`src/hw/rtl/overlapping_ones_template_counter_assert.svh`:
```
// Assertion macros for the overlapping ones template counter RTL
`ifndef OVERLAPPING_ONES_TEMPLATE_COUNTER_ASSERT_SVH
`define OVERLAPPING_ONES_TEMPLATE_COUNTER_ASSERT_SVH

// Same-cycle implication, checked outside reset
`define OOTC_ASSERT_NOW(lbl, clk, rstn, ante, cons) \
    lbl: assert property (@(posedge clk) disable iff (!(rstn)) (ante) |-> (cons)) \
        else $error("ootc assertion failed");

// Next-cycle implication, checked outside reset
`define OOTC_ASSERT_NEXT(lbl, clk, rstn, ante, cons) \
    lbl: assert property (@(posedge clk) disable iff (!(rstn)) (ante) |=> (cons)) \
        else $error("ootc assertion failed");

`endif

```
`src/hw/rtl/ootc_pkg.sv`:
```
// Types and constants for the overlapping ones template counter
package ootc_pkg;

    localparam int WIN_W      = 6;
    localparam int BLOCK_W    = 11;
    localparam int TOTAL_W    = 32;
    localparam int MATCH_W    = 11;
    localparam int KIND_W     = 2;
    localparam int BIN_IDX_W  = 3;
    localparam int NUM_BINS   = 6;
    localparam int CFG_IDX_W  = 2;
    localparam int CFG_DATA_W = 32;

    localparam int QUEUE_DEPTH = 4;
    localparam int QUEUE_AW    = 2;

    localparam logic [KIND_W-1:0] KIND_BLOCK = 2'd0;
    localparam logic [KIND_W-1:0] KIND_DUMP  = 2'd1;
    localparam logic [KIND_W-1:0] KIND_SHORT = 2'd2;

    localparam logic [CFG_IDX_W-1:0] REG_WINDOW_LENGTH = 2'd0;
    localparam logic [CFG_IDX_W-1:0] REG_BLOCK_LENGTH  = 2'd1;
    localparam logic [CFG_IDX_W-1:0] REG_MIN_LENGTH    = 2'd2;

    localparam logic [WIN_W-1:0]   WINDOW_RESET  = 6'd9;
    localparam logic [BLOCK_W-1:0] BLOCK_RESET   = 11'd1032;
    localparam logic [TOTAL_W-1:0] MIN_LEN_RESET = 32'd1000000;

    localparam logic [MATCH_W-1:0]   MATCH_MAX  = 11'h7FF;
    localparam logic [BIN_IDX_W-1:0] LAST_BIN   = 3'd5;
    localparam logic [MATCH_W-1:0]   LOW_BINS_MAX = 11'd4;

    // One queue entry: what one accepted bit leaves for the back end
    typedef struct packed {
        logic               has_block;
        logic [MATCH_W-1:0] hit_count;
        logic               has_end;
        logic               short_stream;
    } ootc_entry_t;

endpackage

```
`src/hw/rtl/ootc_front.sv`:
```
// Front end: accepts stream bits, tracks runs and block matches, queues events
module ootc_front import ootc_pkg::*; #(
    parameter int MAX_WINDOW = 32
) (
    input  logic               aclk,
    input  logic               aresetn,
    input  logic               s_valid,
    output logic               s_ready,
    input  logic               s_bit_value,
    input  logic               s_end_of_stream,
    input  logic [WIN_W-1:0]   window_length,
    input  logic [BLOCK_W-1:0] block_length,
    input  logic [TOTAL_W-1:0] min_length,
    input  logic               queue_full,
    output logic               push,
    output ootc_entry_t        push_entry
);

    localparam int RUN_W = $clog2(MAX_WINDOW + 1);

    logic [RUN_W-1:0]   run_reg, run_next;
    logic [BLOCK_W-1:0] pos_reg, pos_next;
    logic [MATCH_W-1:0] matches_reg, matches_next;
    logic [TOTAL_W-1:0] total_reg, total_next;

    logic [RUN_W-1:0]   win;
    logic [RUN_W-1:0]   run_upd;
    logic [MATCH_W-1:0] matches_upd;
    logic [BLOCK_W-1:0] pos_inc;
    logic [TOTAL_W-1:0] total_inc;
    logic               block_end;
    logic               accept;

    assign s_ready = !queue_full;
    assign accept  = s_valid && s_ready;

    // Clamp the template length into 1..MAX_WINDOW
    always_comb begin
        if (window_length == '0) begin
            win = RUN_W'(1);
        end else if (32'(window_length) > MAX_WINDOW) begin
            win = RUN_W'(MAX_WINDOW);
        end else begin
            win = RUN_W'(window_length);
        end
    end

    always_comb begin
        if (s_bit_value) begin
            run_upd = (run_reg < win) ? run_reg + 1'b1 : run_reg;
        end else begin
            run_upd = '0;
        end
        if (s_bit_value && (run_upd >= win) && (matches_reg != MATCH_MAX)) begin
            matches_upd = matches_reg + 1'b1;
        end else begin
            matches_upd = matches_reg;
        end
        pos_inc   = pos_reg + 1'b1;
        block_end = (pos_inc == block_length);
        total_inc = (&total_reg) ? total_reg : total_reg + 1'b1;
    end

    always_comb begin
        run_next     = run_reg;
        pos_next     = pos_reg;
        matches_next = matches_reg;
        total_next   = total_reg;
        if (accept) begin
            if (s_end_of_stream) begin
                run_next     = '0;
                pos_next     = '0;
                matches_next = '0;
                total_next   = '0;
            end else if (block_end) begin
                run_next     = '0;
                pos_next     = '0;
                matches_next = '0;
                total_next   = total_inc;
            end else begin
                run_next     = run_upd;
                pos_next     = pos_inc;
                matches_next = matches_upd;
                total_next   = total_inc;
            end
        end
    end

    assign push                    = accept && (block_end || s_end_of_stream);
    assign push_entry.has_block    = block_end;
    assign push_entry.hit_count    = matches_upd;
    assign push_entry.has_end      = s_end_of_stream;
    assign push_entry.short_stream = (total_inc < min_length);

    always_ff @(posedge aclk) begin
        if (!aresetn) begin
            run_reg     <= '0;
            pos_reg     <= '0;
            matches_reg <= '0;
            total_reg   <= '0;
        end else begin
            run_reg     <= run_next;
            pos_reg     <= pos_next;
            matches_reg <= matches_next;
            total_reg   <= total_next;
        end
    end

endmodule

```
`src/hw/rtl/ootc_fifo.sv`:
```
// Short event queue between the front end and the back end
module ootc_fifo import ootc_pkg::*; (
    input  logic        aclk,
    input  logic        aresetn,
    input  logic        push,
    input  ootc_entry_t push_entry,
    output logic        full,
    input  logic        pop,
    output logic        head_valid,
    output ootc_entry_t head_entry
);

    ootc_entry_t         mem_reg [QUEUE_DEPTH];
    logic [QUEUE_AW-1:0] wr_ptr_reg, wr_ptr_next;
    logic [QUEUE_AW-1:0] rd_ptr_reg, rd_ptr_next;
    logic [QUEUE_AW:0]   count_reg, count_next;

    assign full       = (count_reg == (QUEUE_AW + 1)'(QUEUE_DEPTH));
    assign head_valid = (count_reg != '0);
    assign head_entry = mem_reg[rd_ptr_reg];

    always_comb begin
        wr_ptr_next = push ? wr_ptr_reg + 1'b1 : wr_ptr_reg;
        rd_ptr_next = pop ? rd_ptr_reg + 1'b1 : rd_ptr_reg;
        count_next  = count_reg;
        if (push && !pop) begin
            count_next = count_reg + 1'b1;
        end else if (pop && !push) begin
            count_next = count_reg - 1'b1;
        end
    end

    always_ff @(posedge aclk) begin
        if (push) begin
            mem_reg[wr_ptr_reg] <= push_entry;
        end
    end

    always_ff @(posedge aclk) begin
        if (!aresetn) begin
            wr_ptr_reg <= '0;
            rd_ptr_reg <= '0;
            count_reg  <= '0;
        end else begin
            wr_ptr_reg <= wr_ptr_next;
            rd_ptr_reg <= rd_ptr_next;
            count_reg  <= count_next;
        end
    end

endmodule

```
`src/hw/rtl/ootc_back.sv`:
```
// Back end: bins block results, expands stream ends into dumps, drives the output register
`include "overlapping_ones_template_counter_assert.svh"

module ootc_back import ootc_pkg::*; #(
    parameter int BIN_COUNT_WIDTH = 24
) (
    input  logic                       aclk,
    input  logic                       aresetn,
    input  logic                       head_valid,
    input  ootc_entry_t                head_entry,
    output logic                       pop,
    output logic                       m_valid,
    input  logic                       m_ready,
    output logic [KIND_W-1:0]          m_kind,
    output logic [MATCH_W-1:0]         m_block_matches,
    output logic [BIN_IDX_W-1:0]       m_bin_index,
    output logic [BIN_COUNT_WIDTH-1:0] m_bin_count,
    output logic                       m_last
);

    logic [BIN_COUNT_WIDTH-1:0] bins_reg [NUM_BINS];
    logic [BIN_COUNT_WIDTH-1:0] bins_next [NUM_BINS];
    logic                       blk_done_reg, blk_done_next;
    logic [BIN_IDX_W-1:0]       dump_idx_reg, dump_idx_next;

    logic                       m_valid_reg, m_valid_next;
    logic [KIND_W-1:0]          m_kind_reg;
    logic [MATCH_W-1:0]         m_matches_reg;
    logic [BIN_IDX_W-1:0]       m_bin_index_reg;
    logic [BIN_COUNT_WIDTH-1:0] m_bin_count_reg;
    logic                       m_last_reg;

    logic                       out_free;
    logic                       fire;
    logic                       emit_block;
    logic                       is_final;
    logic [BIN_IDX_W-1:0]       blk_bin;
    logic [KIND_W-1:0]          res_kind;
    logic [MATCH_W-1:0]         res_matches;
    logic [BIN_IDX_W-1:0]       res_bin_index;
    logic [BIN_COUNT_WIDTH-1:0] res_bin_count;
    logic                       res_last;

    logic                       head_dump;
    logic                       head_block_end;
    logic                       rewound;

    assign out_free   = !m_valid_reg || m_ready;
    assign fire       = head_valid && out_free;
    assign emit_block = head_entry.has_block && !blk_done_reg;
    assign blk_bin    = (head_entry.hit_count <= LOW_BINS_MAX) ?
                        head_entry.hit_count[BIN_IDX_W-1:0] : LAST_BIN;
    assign pop        = fire && is_final;

    // Pick the result for the current step of the head transaction
    always_comb begin
        res_kind      = KIND_BLOCK;
        res_matches   = '0;
        res_bin_index = '0;
        res_bin_count = '0;
        res_last      = 1'b0;
        is_final      = 1'b0;
        if (emit_block) begin
            res_matches   = head_entry.hit_count;
            res_bin_index = blk_bin;
            is_final      = !head_entry.has_end;
        end else if (head_entry.short_stream) begin
            res_kind = KIND_SHORT;
            res_last = 1'b1;
            is_final = 1'b1;
        end else begin
            res_kind      = KIND_DUMP;
            res_bin_index = dump_idx_reg;
            res_bin_count = bins_reg[dump_idx_reg];
            res_last      = (dump_idx_reg == LAST_BIN);
            is_final      = (dump_idx_reg == LAST_BIN);
        end
    end

    always_comb begin
        blk_done_next = blk_done_reg;
        dump_idx_next = dump_idx_reg;
        if (fire) begin
            if (is_final) begin
                blk_done_next = 1'b0;
                dump_idx_next = '0;
            end else if (emit_block) begin
                blk_done_next = 1'b1;
            end else begin
                dump_idx_next = dump_idx_reg + 1'b1;
            end
        end
    end

    // Saturating bin update; wipe all bins once a stream end is delivered
    always_comb begin
        for (int i = 0; i < NUM_BINS; i++) begin
            bins_next[i] = bins_reg[i];
            if (fire && emit_block && (blk_bin == BIN_IDX_W'(i)) && !(&bins_reg[i])) begin
                bins_next[i] = bins_reg[i] + 1'b1;
            end
            if (fire && is_final && head_entry.has_end) begin
                bins_next[i] = '0;
            end
        end
    end

    assign m_valid_next = fire ? 1'b1 : (m_valid_reg && !m_ready);

    always_ff @(posedge aclk) begin
        if (!aresetn) begin
            blk_done_reg <= 1'b0;
            dump_idx_reg <= '0;
            m_valid_reg  <= 1'b0;
            for (int i = 0; i < NUM_BINS; i++) begin
                bins_reg[i] <= '0;
            end
        end else begin
            blk_done_reg <= blk_done_next;
            dump_idx_reg <= dump_idx_next;
            m_valid_reg  <= m_valid_next;
            for (int i = 0; i < NUM_BINS; i++) begin
                bins_reg[i] <= bins_next[i];
            end
        end
    end

    // Load the output register whenever it is free and a head entry is waiting
    always_ff @(posedge aclk) begin
        if (fire) begin
            m_kind_reg      <= res_kind;
            m_matches_reg   <= res_matches;
            m_bin_index_reg <= res_bin_index;
            m_bin_count_reg <= res_bin_count;
            m_last_reg      <= res_last;
        end
    end

    assign m_valid         = m_valid_reg;
    assign m_kind          = m_kind_reg;
    assign m_block_matches = m_matches_reg;
    assign m_bin_index     = m_bin_index_reg;
    assign m_bin_count     = m_bin_count_reg;
    assign m_last          = m_last_reg;

    assign head_dump      = head_valid && head_entry.has_end && !head_entry.short_stream;
    assign head_block_end = head_valid && head_entry.has_block && head_entry.has_end;
    assign rewound        = !blk_done_reg && (dump_idx_reg == '0);

    `OOTC_ASSERT_NOW(a_dump_needs_end, aclk, aresetn, dump_idx_reg != '0, head_dump)
    `OOTC_ASSERT_NOW(a_blk_done_needs_block, aclk, aresetn, blk_done_reg, head_block_end)
    `OOTC_ASSERT_NEXT(a_final_rewinds, aclk, aresetn, pop, rewound)
    `OOTC_ASSERT_NEXT(a_fire_shows_result, aclk, aresetn, fire, m_valid)

endmodule

```
`src/hw/rtl/overlapping_ones_template_counter.sv`:
```
// Top level of the overlapping ones template counter: config registers and datapath
//
//   channel   direction  handshake          payload
//   s_        in         s_valid / s_ready  s_bit_value, s_end_of_stream
//   m_        out        m_valid / m_ready  m_kind, m_block_matches, m_bin_index,
//                                           m_bin_count, m_last
//   cfg_      in         cfg_we             cfg_index, cfg_data
//
// One bit is taken per cycle while the queue is not full; the front end's run, position
// and match counters are registers, and a result passes through the event queue into the
// output register. A non-short stream end makes the back end emit six dump transactions,
// one per cycle unless m_ stalls; the four-entry event queue keeps bits flowing meanwhile.
// Reset (aresetn low at a clock edge) clears all counters, bins and the queue and
// loads the register defaults; no clearing pass is needed.
// A stalled m_ side holds its result; s_ready drops only when the queue is full.
module overlapping_ones_template_counter import ootc_pkg::*; #(
    parameter int BIN_COUNT_WIDTH = 24,
    parameter int MAX_WINDOW      = 32
) (
    input  logic                       aclk,
    input  logic                       aresetn,
    input  logic                       s_valid,
    output logic                       s_ready,
    input  logic                       s_bit_value,
    input  logic                       s_end_of_stream,
    output logic                       m_valid,
    input  logic                       m_ready,
    output logic [KIND_W-1:0]          m_kind,
    output logic [MATCH_W-1:0]         m_block_matches,
    output logic [BIN_IDX_W-1:0]       m_bin_index,
    output logic [BIN_COUNT_WIDTH-1:0] m_bin_count,
    output logic                       m_last,
    input  logic                       cfg_we,
    input  logic [CFG_IDX_W-1:0]       cfg_index,
    input  logic [CFG_DATA_W-1:0]      cfg_data
);

    logic [WIN_W-1:0]   window_length_reg;
    logic [BLOCK_W-1:0] block_length_reg;
    logic [TOTAL_W-1:0] min_length_reg;

    logic        queue_full;
    logic        push;
    ootc_entry_t push_entry;
    logic        pop;
    logic        head_valid;
    ootc_entry_t head_entry;

    always_ff @(posedge aclk) begin
        if (!aresetn) begin
            window_length_reg <= WINDOW_RESET;
            block_length_reg  <= BLOCK_RESET;
            min_length_reg    <= MIN_LEN_RESET;
        end else if (cfg_we) begin
            case (cfg_index)
                REG_WINDOW_LENGTH: window_length_reg <= cfg_data[WIN_W-1:0];
                REG_BLOCK_LENGTH:  block_length_reg  <= cfg_data[BLOCK_W-1:0];
                REG_MIN_LENGTH:    min_length_reg    <= cfg_data[TOTAL_W-1:0];
                default: begin
                    // drop writes to unmapped indexes
                end
            endcase
        end
    end

    ootc_front #(
        .MAX_WINDOW(MAX_WINDOW)
    ) u_front (
        .aclk            (aclk),
        .aresetn         (aresetn),
        .s_valid         (s_valid),
        .s_ready         (s_ready),
        .s_bit_value     (s_bit_value),
        .s_end_of_stream (s_end_of_stream),
        .window_length   (window_length_reg),
        .block_length    (block_length_reg),
        .min_length      (min_length_reg),
        .queue_full      (queue_full),
        .push            (push),
        .push_entry      (push_entry)
    );

    ootc_fifo u_fifo (
        .aclk       (aclk),
        .aresetn    (aresetn),
        .push       (push),
        .push_entry (push_entry),
        .full       (queue_full),
        .pop        (pop),
        .head_valid (head_valid),
        .head_entry (head_entry)
    );

    ootc_back #(
        .BIN_COUNT_WIDTH(BIN_COUNT_WIDTH)
    ) u_back (
        .aclk            (aclk),
        .aresetn         (aresetn),
        .head_valid      (head_valid),
        .head_entry      (head_entry),
        .pop             (pop),
        .m_valid         (m_valid),
        .m_ready         (m_ready),
        .m_kind          (m_kind),
        .m_block_matches (m_block_matches),
        .m_bin_index     (m_bin_index),
        .m_bin_count     (m_bin_count),
        .m_last          (m_last)
    );

endmodule
```
`config.mk`:
```
export PLATFORM = sky130hd
export DESIGN_NAME = overlapping_ones_template_counter
export DESIGN_NICKNAME = d
export VERILOG_FILES = /design/src/hw/rtl/ootc_pkg.sv /design/src/hw/rtl/ootc_front.sv /design/src/hw/rtl/ootc_fifo.sv /design/src/hw/rtl/ootc_back.sv /design/src/hw/rtl/overlapping_ones_template_counter.sv
export VERILOG_INCLUDE_DIRS = /design/src /design/src/hw/rtl
export SDC_FILE = /design/constraint.sdc
export NUM_CORES = 1
export LEC_CHECK = 0
export BUFFER_PORTS_ARGS = -buffer_cell sky130_fd_sc_hd__buf_2
export CELL_PAD_IN_SITES_DETAIL_PLACEMENT = 1
export CELL_PAD_IN_SITES_GLOBAL_PLACEMENT = 2
export CORE_ASPECT_RATIO = 0.8
export CORE_MARGIN = 10
export CORE_UTILIZATION = 43
export DETAILED_ROUTE_END_ITERATION = 10
export PLACE_DENSITY_LB_ADDON = 0.1
export RECOVER_POWER = 25
export SETUP_SLACK_MARGIN = 0.4
export SYNTH_ARGS = -nofsm -noshare
export SYNTH_HDL_FRONTEND = slang
export SYNTH_SLANG_ARGS = --single-unit
```
`constraint.sdc`:
```
create_clock -name aclk -period 8.33 [get_ports aclk]
set_clock_uncertainty 0.1 [all_clocks]
set_input_delay 0.4165 -clock aclk [delete_from_list [all_inputs] [get_ports aclk]]
set_output_delay 0.4165 -clock aclk [all_outputs]
set_load 0.005 [all_outputs]
```
# Word-level counts from Yosys, hierarchy flattened
# Memory sizes are Yosys's and may differ from the RTL's. A register that Yosys moved wholly into a read port is not among the register bits.
# Cells that the tools add are included.
# classes
add_sub_neg	15
magnitude_cmp	5
eq_ne	12
mux	50
bitwise	6
reduce_logical	58
# op_table
cell	n
$mux W24	18
$add A24 B1 Y24 const B	6
$reduce_and A24 Y1	6
$mux W32	2
$mux W11	5
$mux W6	6
$add A32 B1 Y32 const B	1
$lt A32 B32 Y1	1
$reduce_and A32 Y1	1
$logic_and A1 B1 Y1	24
$add A11 B1 Y11 const B	2
$mux W3	7
$logic_not A1 Y1	13
$eq A3 B3 Y1 const B	4
$eq A11 B11 Y1	1
$le A11 B3 Y1 const B	1
$ne A11 B11 Y1 const B	1
$reduce_and A2 Y1	5
$mux W1	9
$add A3 B1 Y3 const B	2
$add A6 B1 Y6 const B	1
$eq A3 B2 Y1 const B	2
$ge A6 B6 Y1	1
$gt A6 B6 Y1 const B	1
other kinds (16)	26
# totals
regBits	138
ramBits	200
inputBits	41
wordCells	165
mem_count	2
# memory_table
name	words	word_bits	rd	rd_clocked_by_memory_dff	write_ports	line	rtl
u_back.bins_reg	6	24	7	1	6	ootc_back.sv:21	logic [BIN_COUNT_WIDTH-1:0] bins_reg [NUM_BINS];
u_fifo.mem_reg	4	14	1	1	1	ootc_fifo.sv:13	ootc_entry_t mem_reg [QUEUE_DEPTH];

# Depth between registers and ports, before layout
# Gate-level depths: netlist of the first run.
# logic_depth
depth_word	12
mapped_depth	18
ltp_nobuf	17

# Cells and area by module
# Synthesis of the first run repeated with hierarchy kept, for this count alone.
# hier_totals
cells_unflattened	2108
area_unflattened_um2	19712.7
# by_module_without_submodules
module	n_inst	cells_per_inst	area_per_inst_um2	seq_area_each_um2
ootc_back	1	1128	10232.3	4214.0
ootc_front	1	659	5039.8	1201.2
ootc_fifo	1	116	2494.9	1861.8
overlapping_ones_template_counter	1	205	1945.6	980.9

# Least setup slack after synthesis of the first run
# Ideal clock, no wire load.
# synth_timing
path_type	register to register
from	register u_front.pos_reg[0]
to	register u_fifo.count_reg[2]
setup_ns	0.070
arrival_ns	3.928
required_ns	8.160
setup_slack_ns	4.232
path_stages_with_launch	15
synth_period_minus_slack_ns	4.098
cell_sequence	dfxtp_1 > ha_1 > clkbuf_1 > nand4_1 > o21a_1 > o31a_1 > nor4_1 > nand2_1 > a21oi_2 > ha_1 > inv_1 > fa_1 > xor2_1 > or3_1 > a21oi_1
# synth_between
elab_chain_len	7
# synth_rtl
element	line	rtl
start, declared	ootc_front.sv:22	logic [BLOCK_W-1:0] pos_reg, pos_next;
start signal, assigned	ootc_front.sv:103	pos_reg <= pos_next;
$add A11 B1 Y11 (*)	ootc_front.sv:59	pos_inc = pos_reg + 1'b1;
$eq A11 B11 Y1 (*)	ootc_front.sv:60	block_end = (pos_inc == block_length);
$logic_or A1 B1 Y1 (*)	ootc_front.sv:89	assign push = accept && (block_end || s_end_of_stream);
$logic_and A1 B1 Y1 (*)	ootc_front.sv:89	
net push	overlapping_ones_template_counter.sv:43	logic push;
$logic_not A1 Y1	ootc_fifo.sv:28	end else if (pop && !push) begin
$logic_and A1 B1 Y1	ootc_fifo.sv:28	
$reduce_bool A2 Y1 (no line)	-	
end signal, assigned	ootc_fifo.sv:47	count_reg <= count_next;
end, declared	ootc_fifo.sv:16	logic [QUEUE_AW:0] count_reg, count_next;
# Mark *: on every way through the listed nets, which the timed path passes. The rest lies on a longest branch.
# A chain may end at the register's enable or synchronous reset.

==> summary.txt, run 1 <==
Clock network
  – Clock buffers created by TritonCTS: 40
  – Clock tree from TritonCTS: done
  – Maximum number of buffers from clock root to sink: 3
  – Clock root buffer: clkbuf_16
  – Post-CTS Hold Buffers: 18
  – Clock-pin slew on the worst setup and hold paths: 60 ps
  – Post-CTS Setup Inserts: 0
  – Number of clock sinks: 364
  – Latest clock arrival within the worst-skew pair: 550 ps
  – Resized Gates After CTS: 0
  – Number of levels the H-tree was split into: 2

Place
  – Number of placed cells counting well taps: 2,517
  – Number of port buffers: 83
  – HPWL after detailed placement: 37,900 um
  – Pre-CTS setup slack: 3610 ps
  – Routability Congestion: 0.815

Layout
  – Layout net count: 2,126
  – Post-route non-filler standard cell count: 2,605
  – Largest register FFs: 144
  – Fraction of layout instances using a drive strength above 1: 8.72%
  – Synthesis-to-finish area growth: 12.6%
  – Most common cell after layout, fill and taps aside: dfxtp_1
  – Commonest cells after routing, fill and taps aside: dfxtp_1 (265), nor2_1 (224), nand2_1 (204)
  – Fill cell total of the finished layout: 4,788
  – Number of diodes added for antenna fixing: 0

Floorplan
  – Die span in x: 252 um
  – Die boundary height: 205 um
  – Starting density of the core: 43.8%
  – Number of standard-cell rows in the floorplan: 67
  – Num ports: 84
  – Area of the placeable core: 42,200 um^2
  – Area enclosed by the die boundary: 51,600 um^2

STA
  – Highest achievable clock rate: 0.211 GHz
  – Slew margin rel.: -138%
  – Setup repair after global routing missed its margin: false
  – Pin slew with the least headroom to its limit: 3570 ps
  – Period Utilization, post-route: 56.8%
  – Post-route worst setup slack: 3600 ps
  – Final TNS setup: 0 ps
  – Number of pins with negative max-slew slack in the final report: 179
  – Crit path time final: 4730 ps
  – Setup violations, final: 0
  – Final hold vios: 0

Routing
  – Iteration count of the initial detailed-routing pass: 4
  – First-iteration detailed-routing DRC count: 862
  – Vias per Instance: 5.69
  – Total detailed-routing wirelength: 53,300 um
  – Antenna Violating Nets Remaining: 0
  – Vias: 14,830
  – Average routed wire per standard cell: 20.5 um
  – Remaining design rule violation count: 0

Logic synthesis
  – Number of distinct library cells after synthesis: 68
  – Proportion of synthesized flip-flops having asynchronous set or reset: 0%
  – Area fraction of the dominant cell type after synthesis: 29.0%
  – Flip-flop and latch count after synthesis: 364
  – Number of flops mapped to enable cells by yosys: 97
  – Cell type contributing the most total cell area after synthesis: dfxtp_1
  – Fraction of the yosys area taken by sequential cells: 44.8%
  – Synthesized netlist cell count: 1,967
  – Post-Syn Nets: 2,068
  – Synth area leaders: dfxtp_1 (29%), edfxtp_1 (16%), xnor2_1 (4.7%)
  – Most common flop cell mapped by yosys: dfxtp_1
  – YS warnings: 0
  – Netlist area before placement: 18,500 um^2
  – Average instance area after synthesis: 9.38 um^2

Global route
  – Largest net degree at the start of global routing: 95
  – Wire length of the first global-routing pass: 84,800 um
  – GRT Overall Usage: 20.4%
  – Via count of the first global-routing pass: 14,991
  – GR Overflow Total: 0
  – Number of antenna violations at the first check in global routing: 0

Pwr
  – Leak: 7.13 nW
  – VDD IR max: 0.157 mV
  – Power per Cell Area: 232 nW/um^2

Setup path
  – Critical-path maximum fanout: 27
  – Highest cell delay on the worst timing path: 990 ps
  – WS Path Type: reg -> reg
  – Crit path top cell by count: nand2_1
  – Type of element capturing the critical path: register
  – Cell type of the slowest stage on the worst timing path: dfxtp_1
  – Worst Reg2Reg Path Length in Cells: 10
  – Data required time of the critical path: 8660 ps
  – Crit path cell chain: mux4_2 > nand2_1 > nand2_1 > o21ai_1 > ha_1 > inv_1 > fa_1 > xor2_1 > or3_1 > a21oi_1
  – Startpoint types: register
  – Data arrival time of the worst path: 5070 ps

Run status
  – Run status: finished, violations left
  – Violated checks: max-capacitance violations, max-slew violations

Worst hold path
  – Cell depth of the worst min-delay path: 3
  – Kind of path behind the tightest hold check: in -> reg

Job
  – Maxcap violations: 4
## layout make-up
| type | count | area (um^2) | area share, % |
|---|---|---|---|
| Inverter | 74 | 278 | 1.34 |
| Clock buffer | 50 | 1110 | 5.34 |
| Sequential cell | 364 | 8260 | 39.8 |
| Clock inverter | 20 | 262 | 1.26 |
| Timing Repair Buffer | 117 | 644 | 3.10 |
| Tap cell | 552 | 691 | 3.33 |
| Multi-Input combinational cell | 1428 | 9520 | 45.8 |
## worst max-delay path: cells and delay by family, from the launching register on
family | cells | cell delay (ps)
AND/OR/NAND/NOR | 3 | 1060
multiplexers | 1 | 750
AO/OA/AOI/OAI | 2 | 820
XOR/XNOR | 1 | 160
buffers and inverters | 1 | 60
adder cells (fa/ha/maj) | 2 | 660
flip-flops | 1 | 990
## report_power, final
| group | total [W] | internal [W] | switching (W) |
|---|---|---|---|
| sequential | 0.00217 | 0.00201 | 0.000156 |
| combinational | 0.000765 | 0.000268 | 0.000496 |
| clock | 0.00188 | 0.00113 | 0.000754 |
| total | 0.00482 | 0.00341 | 0.00141 |
## metrics by stage
| stage | total power (W) | util [%] | instance area [um^2] | hold slack, ps |
|---|---|---|---|---|
| 2_1_floorplan | 0.00266 | - | 18500 | 332 |
| 3_5_place_dp | 0.00298 | 45.7 | 19300 | 351 |
| 6_report | 0.00482 | 49.3 | 20800 | 28.2 |
| 3_3_place_gp | 0.00295 | 45.7 | 19300 | 340 |
| 4_1_cts | 0.00489 | 49.4 | 20800 | 8.74 |
| 5_1_grt | 0.00504 | 49.3 | 20800 | 30.9 |
## synth_stat cells, drive strengths merged, types with 40 or more instances
cell type	instances
mux2i	40
xnor2	100
nand2	205
nor3	55
clkbuf	76
ha	59
inv	73
edfxtp	97
xor2	86
nand3	87
nor2	225
dfxtp	267
o21ai	56
nand4	72
a21oi	93
## path summary, 6_finish.rpt
kind,slack [ps],startpoint,end
max,3600,register,u_fifo.count_reg[2]
min,30,cfg_data[26],min_length_reg[26]
max reg2reg,3600,register,u_fifo.count_reg[2]
min reg2reg,360,min_length_reg[23],min_length_reg[23]
## cell families after synthesis
logic type               Yosys count  synth area share, %
XOR/XNOR                         186                 8.83
buffers and inverters            175                 3.84
AND/OR/NAND/NOR                  832                 22.3
multiplexers                      79                 6.87
AO/OA/AOI/OAI                    271                 9.31
adder cells (fa/ha/maj)           60                 4.11
flip-flops                       364                 44.8
## layer usage
layer	routed length [um]	up-vias	track usage, %	part of all wire [%]
met5	0	-	0	0
met4	797	0	4.28	1.5
met3	2330	62	3.33	4.4
met2	22800	225	30.6	43
met1	27400	7407	30.2	51
li1	-	7136	-	-
No activity file was read; power rests on OpenSTA's default activity.
==> inputs of run 2 (changes only) <==
--- a/config.mk
+++ b/config.mk
@@ -6,12 +6,13 @@
 export SDC_FILE = /design/constraint.sdc
 export NUM_CORES = 1
 export LEC_CHECK = 0
+export ABC_AREA = 1
 export BUFFER_PORTS_ARGS = -buffer_cell sky130_fd_sc_hd__buf_2
 export CELL_PAD_IN_SITES_DETAIL_PLACEMENT = 1
 export CELL_PAD_IN_SITES_GLOBAL_PLACEMENT = 2
 export CORE_ASPECT_RATIO = 0.8
 export CORE_MARGIN = 10
-export CORE_UTILIZATION = 43
+export CORE_UTILIZATION = 37
 export DETAILED_ROUTE_END_ITERATION = 10
 export PLACE_DENSITY_LB_ADDON = 0.1
 export RECOVER_POWER = 25
==> constraint.sdc (replaced) <==
create_clock -name aclk -period 4.75 [get_ports aclk]
set_clock_uncertainty 0.1 [all_clocks]
set_input_delay 0.2375 -clock aclk [delete_from_list [all_inputs] [get_ports aclk]]
set_output_delay 0.2375 -clock aclk [all_outputs]
set_load 0.005 [all_outputs]
==> run 2 against run 1 <==
Effect of this change: the flow still finishes with violations (max-capacitance violations, max-slew violations); sequential share of layout area fell by 4.9 points; critical path type unchanged; synthesized cell count up 44%; utilization decreased by 6.4 points; critical path depth stayed put; critical endpoint is now u_back.bins_reg[0][5]; sequential power is 69% higher; via count grew 35%; clock-buffer cell count increased by 10; global-route usage is 1.9 points higher; clock power grew 83%; combinational power increased to 3.4 times the previous value.
==> summary.txt, run 2 <==
Run status
  – Run status: finished, violations left
  – Violated checks: max-capacitance violations, max-slew violations

STA
  – Period Utilization, post-route: 82.8%
  – Setup repair after global routing missed its margin: false
  – Setup violations, final: 0
  – Number of pins with negative max-slew slack in the final report: 32
  – Post-route worst setup slack: 816 ps
  – Pin slew with the least headroom to its limit: 2070 ps
  – Worst hold-check slack: 47.2 ps
  – Slew margin rel.: -37.7%
  – Crit path time final: 3930 ps
  – Final TNS setup: 0 ps
  – Final hold vios: 0
  – Highest achievable clock rate: 0.254 GHz

Logic synthesis
  – Fraction of the yosys area taken by sequential cells: 39.9%
  – Flip-flop and latch count after synthesis: 364
  – YS warnings: 0
  – Synthesized netlist cell count: 2,836
  – Average instance area after synthesis: 7.29 um^2
  – Most used standard cells in the synthesized netlist: nand2_1 (575), a21oi_1 (334), nor2_1 (276)
  – Synth area leaders: dfxtp_1 (26%), edfxtp_1 (14%), nand2_1 (10%)
  – Area fraction of the dominant cell type after synthesis: 25.8%
  – Netlist area before placement: 20,700 um^2
  – Cell type contributing the most total cell area after synthesis: dfxtp_1
  – Number of distinct library cells after synthesis: 55
  – Proportion of synthesized flip-flops having asynchronous set or reset: 0%
  – Number of flops mapped to enable cells by yosys: 97
  – Most used standard cell by instance count after synthesis: nand2_1
  – Most common flop cell mapped by yosys: dfxtp_1
  – Post-Syn Nets: 2,937

Setup path
  – Data arrival time of the worst path: 4300 ps
  – Crit path cell chain: nor3_1 > nor2_1 > nand2_1 > inv_2 > buf_12 > nand2_1 > nor2_1 > nand2_1 > o21ai_0 > a21oi_1
  – Data required time of the critical path: 5120 ps
  – WS Path Type: reg -> reg
  – Worst reg2reg setup slack: 820 ps
  – Buffer and inverter count on the worst path: 2
  – Crit path top cell by count: nand2_1
  – Cell type of the slowest stage on the worst timing path: nor2_1
  – CP top delay family: simple AND/OR/NAND/NOR gates
  – Critical-path maximum fanout: 75
  – Reg-to-Reg Start: u_fifo.count_reg[0]
  – Highest cell delay on the worst timing path: 1120 ps
  – Startpoint types: register
  – Worst Reg2Reg Path Length in Cells: 10
  – Capturing point of the worst reg2reg path: u_back.bins_reg[0][5]
  – Type of element capturing the critical path: register
  – Worst Setup SP: u_fifo.count_reg[0]

Layout
  – Commonest cells after routing, fill and taps aside: nand2_1 (574), a21oi_1 (332), nor2_1 (273)
  – Fill cell total of the finished layout: 6,932
  – Number of diodes added for antenna fixing: 0
  – Util after Layout: 42.8%
  – Layout net count: 3,025
  – Fraction of layout instances using a drive strength above 1: 6.87%
  – Area used by sequential logic in the layout: 8260 um^2
  – Area of the multi-input gates: 10,900 um^2
  – Most common cell after layout, fill and taps aside: nand2_1
  – Largest register FFs: 144
  – Post-route non-filler standard cell count: 3,707
  – Synthesis-to-finish area growth: 14.5%

Floorplan
  – Area enclosed by the die boundary: 65,800 um^2
  – Area of the placeable core: 55,300 um^2
  – Die boundary height: 231 um
  – Number of standard-cell rows in the floorplan: 77
  – Die span in x: 284 um
  – Starting density of the core: 37.4%
  – Num ports: 84

Routing
  – Vias per Instance: 5.40
  – Wire length the detailed router placed on met1: 38,200 um
  – Met3 WL: 3350 um
  – Top routing layer in use: met5
  – Iteration count of the initial detailed-routing pass: 5
  – First-iteration detailed-routing DRC count: 1,270
  – Detail Route met2 WL: 32,500 um
  – Antenna Violating Nets Remaining: 0
  – Average routed wire per standard cell: 20.3 um
  – Total detailed-routing wirelength: 75,300 um
  – Remaining design rule violation count: 0
  – Vias: 20,028

Worst hold path
  – Cell depth of the worst min-delay path: 2
  – Min-Delay Endpoint: min_length_reg[9]
  – Kind of path behind the tightest hold check: in -> reg
  – Source of the worst hold timing path: aresetn

Global route
  – Via count of the first global-routing pass: 20,196
  – Wire length of the first global-routing pass: 118,000 um
  – Largest net degree at the start of global routing: 100
  – GRT Overall Usage: 22.3%
  – GR Overflow Total: 0
  – Number of antenna violations at the first check in global routing: 1

Clock network
  – Number of levels the H-tree was split into: 2
  – Maximum number of buffers from clock root to sink: 3
  – Number of clock sinks: 364
  – Clock tree from TritonCTS: done
  – Clock-pin slew on the worst setup and hold paths: 60 ps
  – Clock buffers created by TritonCTS: 42
  – Clock root buffer: clkbuf_16
  – Latest clock arrival within the worst-skew pair: 590 ps

Place
  – HPWL after detailed placement: 55,400 um
  – Number of port buffers: 83
  – Number of placed cells counting well taps: 3,583
  – Routability Congestion: 0.880
  – Pre-CTS setup slack: 489 ps

Pwr
  – Leak: 8.21 nW
  – Power per Cell Area: 409 nW/um^2
  – VDD IR max: 0.340 mV

Job
  – Maxcap violations: 2
run 2: power breakdown:
part	total [W]	leakage, nW	internal (W)	switching [W]
logic	0.00257	4.44	0.000583	0.00199
clock network	0.00344	0.692	0.00204	0.00139
registers	0.00366	3.07	0.00354	0.000126
run 2: how the worst max path moves through the flow:
stage               cells after the start  slack, ps               endpoint
floorplan                              10        710    u_fifo.count_reg[1]
detailed placement                     15        490   u_fifo.mem_reg[2][0]
global placement                       15        580   u_fifo.mem_reg[3][0]
global route                           10        320  u_back.bins_reg[0][5]
CTS                                    15        430   u_fifo.mem_reg[3][0]
finish                                 10        820  u_back.bins_reg[0][5]
run 2: per-stage QoR:
stage / power (W) / area (um^2)
3_3_place_gp: 0.00625 / 21800
4_1_cts: 0.00980 / 23600
3_5_place_dp: 0.00630 / 21800
6_report: 0.00967 / 23700
5_1_grt: 0.0102 / 23700
2_1_floorplan: 0.00520 / 20700
run 2: per-layer routing:
layer  up-vias  global-route usage [%]
li1       9756                       -
met5         -                       0
met3        79                    3.05
met1      9838                    32.7
met2       353                    34.3
met4         2                    4.84
run 2: cell type report:
| class | instances | share of cell area [%] |
|---|---|---|
| flip-flops and latches | 364 | 34.9 |
| well taps | 750 | 3.96 |
| clock buffers | 60 | 5.11 |
| repair buffers | 165 | 4.65 |
| inverters | 279 | 4.42 |
| clock inverters | 17 | 0.920 |
| multi-input cells | 2072 | 46.0 |
run 2: cells by family (layout without fill, tap and decap cells):
family	Yosys count	after routing	share of synthesized area (%)
XOR/XNOR	137	137	5.80
AO/OA/AOI/OAI	556	556	14.0
adder cells (fa/ha/maj)	60	60	3.67
multiplexers	1	1	0.0544
buffers and inverters	400	521	7.77
AND/OR/NAND/NOR	1318	1318	28.7
flip-flops	364	364	39.9
run 2: timing repair:
item                       in CTS  in global routing
setup buffers                   0                  9
hold endpoints to repair       56                  0
hold buffers                   38                  0
setup endpoints to repair       0                 29
resized for setup               0                 13
==> inputs of run 3 (changes only) <==
--- a/config.mk
+++ b/config.mk
@@ -12,7 +12,7 @@
 export CELL_PAD_IN_SITES_GLOBAL_PLACEMENT = 2
 export CORE_ASPECT_RATIO = 0.8
 export CORE_MARGIN = 10
-export CORE_UTILIZATION = 37
+export CORE_UTILIZATION = 33
 export DETAILED_ROUTE_END_ITERATION = 10
 export PLACE_DENSITY_LB_ADDON = 0.1
 export RECOVER_POWER = 25
==> constraint.sdc (replaced) <==
create_clock -name aclk -period 3.15 [get_ports aclk]
set_clock_uncertainty 0.1 [all_clocks]
set_input_delay 0.1575 -clock aclk [delete_from_list [all_inputs] [get_ports aclk]]
set_output_delay 0.1575 -clock aclk [all_outputs]
set_load 0.005 [all_outputs]
==> run 3 against run 2 <==
Effect of this change: the flow finishes with violations (negative setup slack); sequential cell count unchanged; register-to-register slack got worse by 1200 ps; fmax is 11% higher; critical path type unchanged; largest power group unchanged.
==> summary.txt, run 3 (synthesis gave the netlist of run 2 again) <==
Pwr
  – VDD IR max: 0.487 mV
  – Net switching share of the total power: 37.0%
  – Internal power summed over all cells: 0.00975 W
  – Logic pwr share: 32.0%
  – Sw Pwr: 0.00574 W
  – Power per Cell Area: 572 nW/um^2
  – Leak: 9.75 nW
  – Clk network pwr share: 32.4%
  – Share of total power in sequential cells: 35.6%

Place
  – Number of placed cells counting well taps: 3,799
  – Number of port buffers: 83
  – Routability Congestion: 0.923
  – HPWL after detailed placement: 57,300 um

Global route
  – Number of antenna violations at the first check in global routing: 0
  – Wire length of the first global-routing pass: 123,000 um
  – GRT Overall Usage: 20.9%
  – GR Overflow Total: 0
  – Via count of the first global-routing pass: 21,241
  – Largest net degree at the start of global routing: 75

Clock network
  – Maximum number of buffers from clock root to sink: 3
  – Number of clock sinks: 364
  – Clock buffers created by TritonCTS: 44
  – Clock root buffer: clkbuf_16
  – Clock tree from TritonCTS: done
  – Number of levels the H-tree was split into: 2
  – Latest clock arrival within the worst-skew pair: 590 ps
  – Clock-pin slew on the worst setup and hold paths: 60 ps

Run status
  – Violated checks: negative setup slack
  – Run status: finished, violations left

Setup path
  – Crit path top cell by count: nand2_2
  – Crit path cell chain: nor2_2 > nand3_2 > nand2_2 > nand2_4 > ha_4 > a21oi_2 > nor2_1 > a211oi_2 > buf_4 > nand3_4 > nand2_2 > nor2_4 > ha_4 > nand2_2 > nor2_1 > o21ai_1 > o211ai_1 > nand2_2 > nor2_4 > nand3_2 > xnor2_2 > buf_4
  – Data arrival time of the worst path: 3790 ps
  – CP top delay family: simple AND/OR/NAND/NOR gates
  – Worst reg2reg setup slack: -400 ps
  – Type of element capturing the critical path: register
  – Data required time of the critical path: 3380 ps
  – WS Path Type: reg -> reg
  – Highest cell delay on the worst timing path: 320 ps
  – Buffer and inverter count on the worst path: 2
  – Cell type of the slowest stage on the worst timing path: dfxtp_2
  – Startpoint types: register
  – Critical-path maximum fanout: 4

STA
  – Setup violations, final: 128
  – Setup repair after global routing missed its margin: true
  – Pin slew with the least headroom to its limit: 1160 ps
  – Highest achievable clock rate: 0.281 GHz
  – Crit path time final: 3550 ps
  – Period Utilization, post-route: 113%
  – Post-route worst setup slack: -405 ps
  – Final hold vios: 0
  – Number of pins with negative max-slew slack in the final report: 0
  – Slew margin rel.: 22.4%
  – Worst hold-check slack: 63.1 ps

Floorplan
  – Area of the placeable core: 61,600 um^2
  – Number of standard-cell rows in the floorplan: 81
  – Num ports: 84
  – Starting density of the core: 33.6%
  – Die boundary height: 244 um
  – Die span in x: 300 um
  – Area enclosed by the die boundary: 73,100 um^2

Layout
  – Post-route non-filler standard cell count: 4,026
  – Fill cell total of the finished layout: 7,629
  – Largest register FFs: 144
  – Layout net count: 3,261
  – Synthesis-to-finish area growth: 31.0%
  – Commonest cells after routing, fill and taps aside: nand2_1 (525), a21oi_1 (299), inv_1 (260)
  – Most common cell after layout, fill and taps aside: nand2_1
  – Number of diodes added for antenna fixing: 0
  – Fraction of layout instances using a drive strength above 1: 20.0%
  – Util after Layout: 44.0%

Routing
  – Iteration count of the initial detailed-routing pass: 5
  – Total detailed-routing wirelength: 81,200 um
  – Vias per Instance: 5.23
  – Remaining design rule violation count: 0
  – Antenna Violating Nets Remaining: 0
  – Average routed wire per standard cell: 20.2 um
  – First-iteration detailed-routing DRC count: 1,394
  – Vias: 21,048

Worst hold path
  – Kind of path behind the tightest hold check: in -> reg

Job
  – Maxcap violations: 0
run 3: area by class of cell:
cell class | count | area [um^2] | share of cell area, %
multi-input combinational | 2078 | 12100 | 44.6
sequential | 364 | 8290 | 30.6
clock buffer | 63 | 1230 | 4.55
timing repair buffer | 393 | 3220 | 11.9
tap | 830 | 1040 | 3.83
clock inverter | 19 | 146 | 0.540
inverter | 279 | 1080 | 4.00
run 3: repair_timing:
action / CTS / global route
setup buffers: 45 / 45
pin swaps: 73 / 127
setup endpoints to repair: 230 / 262
endpoints found under the hold margin: 83 / 0
resized for setup: 128 / 201
cloned: 6 / 8
hold buffers: 41 / 0
run 3: path summary, 6_finish.rpt:
check | depth (start not counted) | end | startpoint
worst max register to register | 22 | u_fifo.mem_reg[0][11] | window_length_reg[3]
worst max-delay path | 22 | u_fifo.mem_reg[0][11] | window_length_reg[3]
worst min register to register | 2 | min_length_reg[27] | min_length_reg[27]
worst min-delay path | 3 | min_length_reg[2] | cfg_we
run 3: routing by layer:
metal / up-vias / GRT usage, % / share of wire (%)
met5: - / 0 / 0
met4: 0 / 4.23 / 1.7
met3: 81 / 3.18 / 4.5
met2: 367 / 31.4 / 43
met1: 10342 / 31.1 / 51
li1: 10258 / - / -
run 3: tightest hold or removal path: stages:
cell     delay (ps)
buf_2           110
nand3_2         310
a21oi_1         120
run 3: power groups by stage:
| stage | Combinational (W) | Clock, W | Sequential (W) |
|---|---|---|---|
| finish | 0.00496 | 0.00502 | 0.00551 |
| CTS | 0.00446 | 0.00516 | 0.00552 |
| floorplan | 0.00227 | 0 | 0.00559 |
| global placement | 0.00396 | 0 | 0.00558 |
| detailed placement | 0.00406 | 0 | 0.00559 |
| global route | 0.00539 | 0.00536 | 0.00556 |
run 3: metrics by stage:
stage / cell area, um^2 / power (W) / setup WS [ps] / TNS [ps]
6_report: 27100 / 0.0155 / -405 / -22200
3_5_place_dp: 23100 / 0.00966 / -667 / -26640
3_3_place_gp: 23100 / 0.00954 / -444 / -20170
2_1_floorplan: 20800 / 0.00785 / -205 / -4560
5_1_grt: 27100 / 0.0163 / -648 / -61420
4_1_cts: 25900 / 0.0151 / -375 / -15910
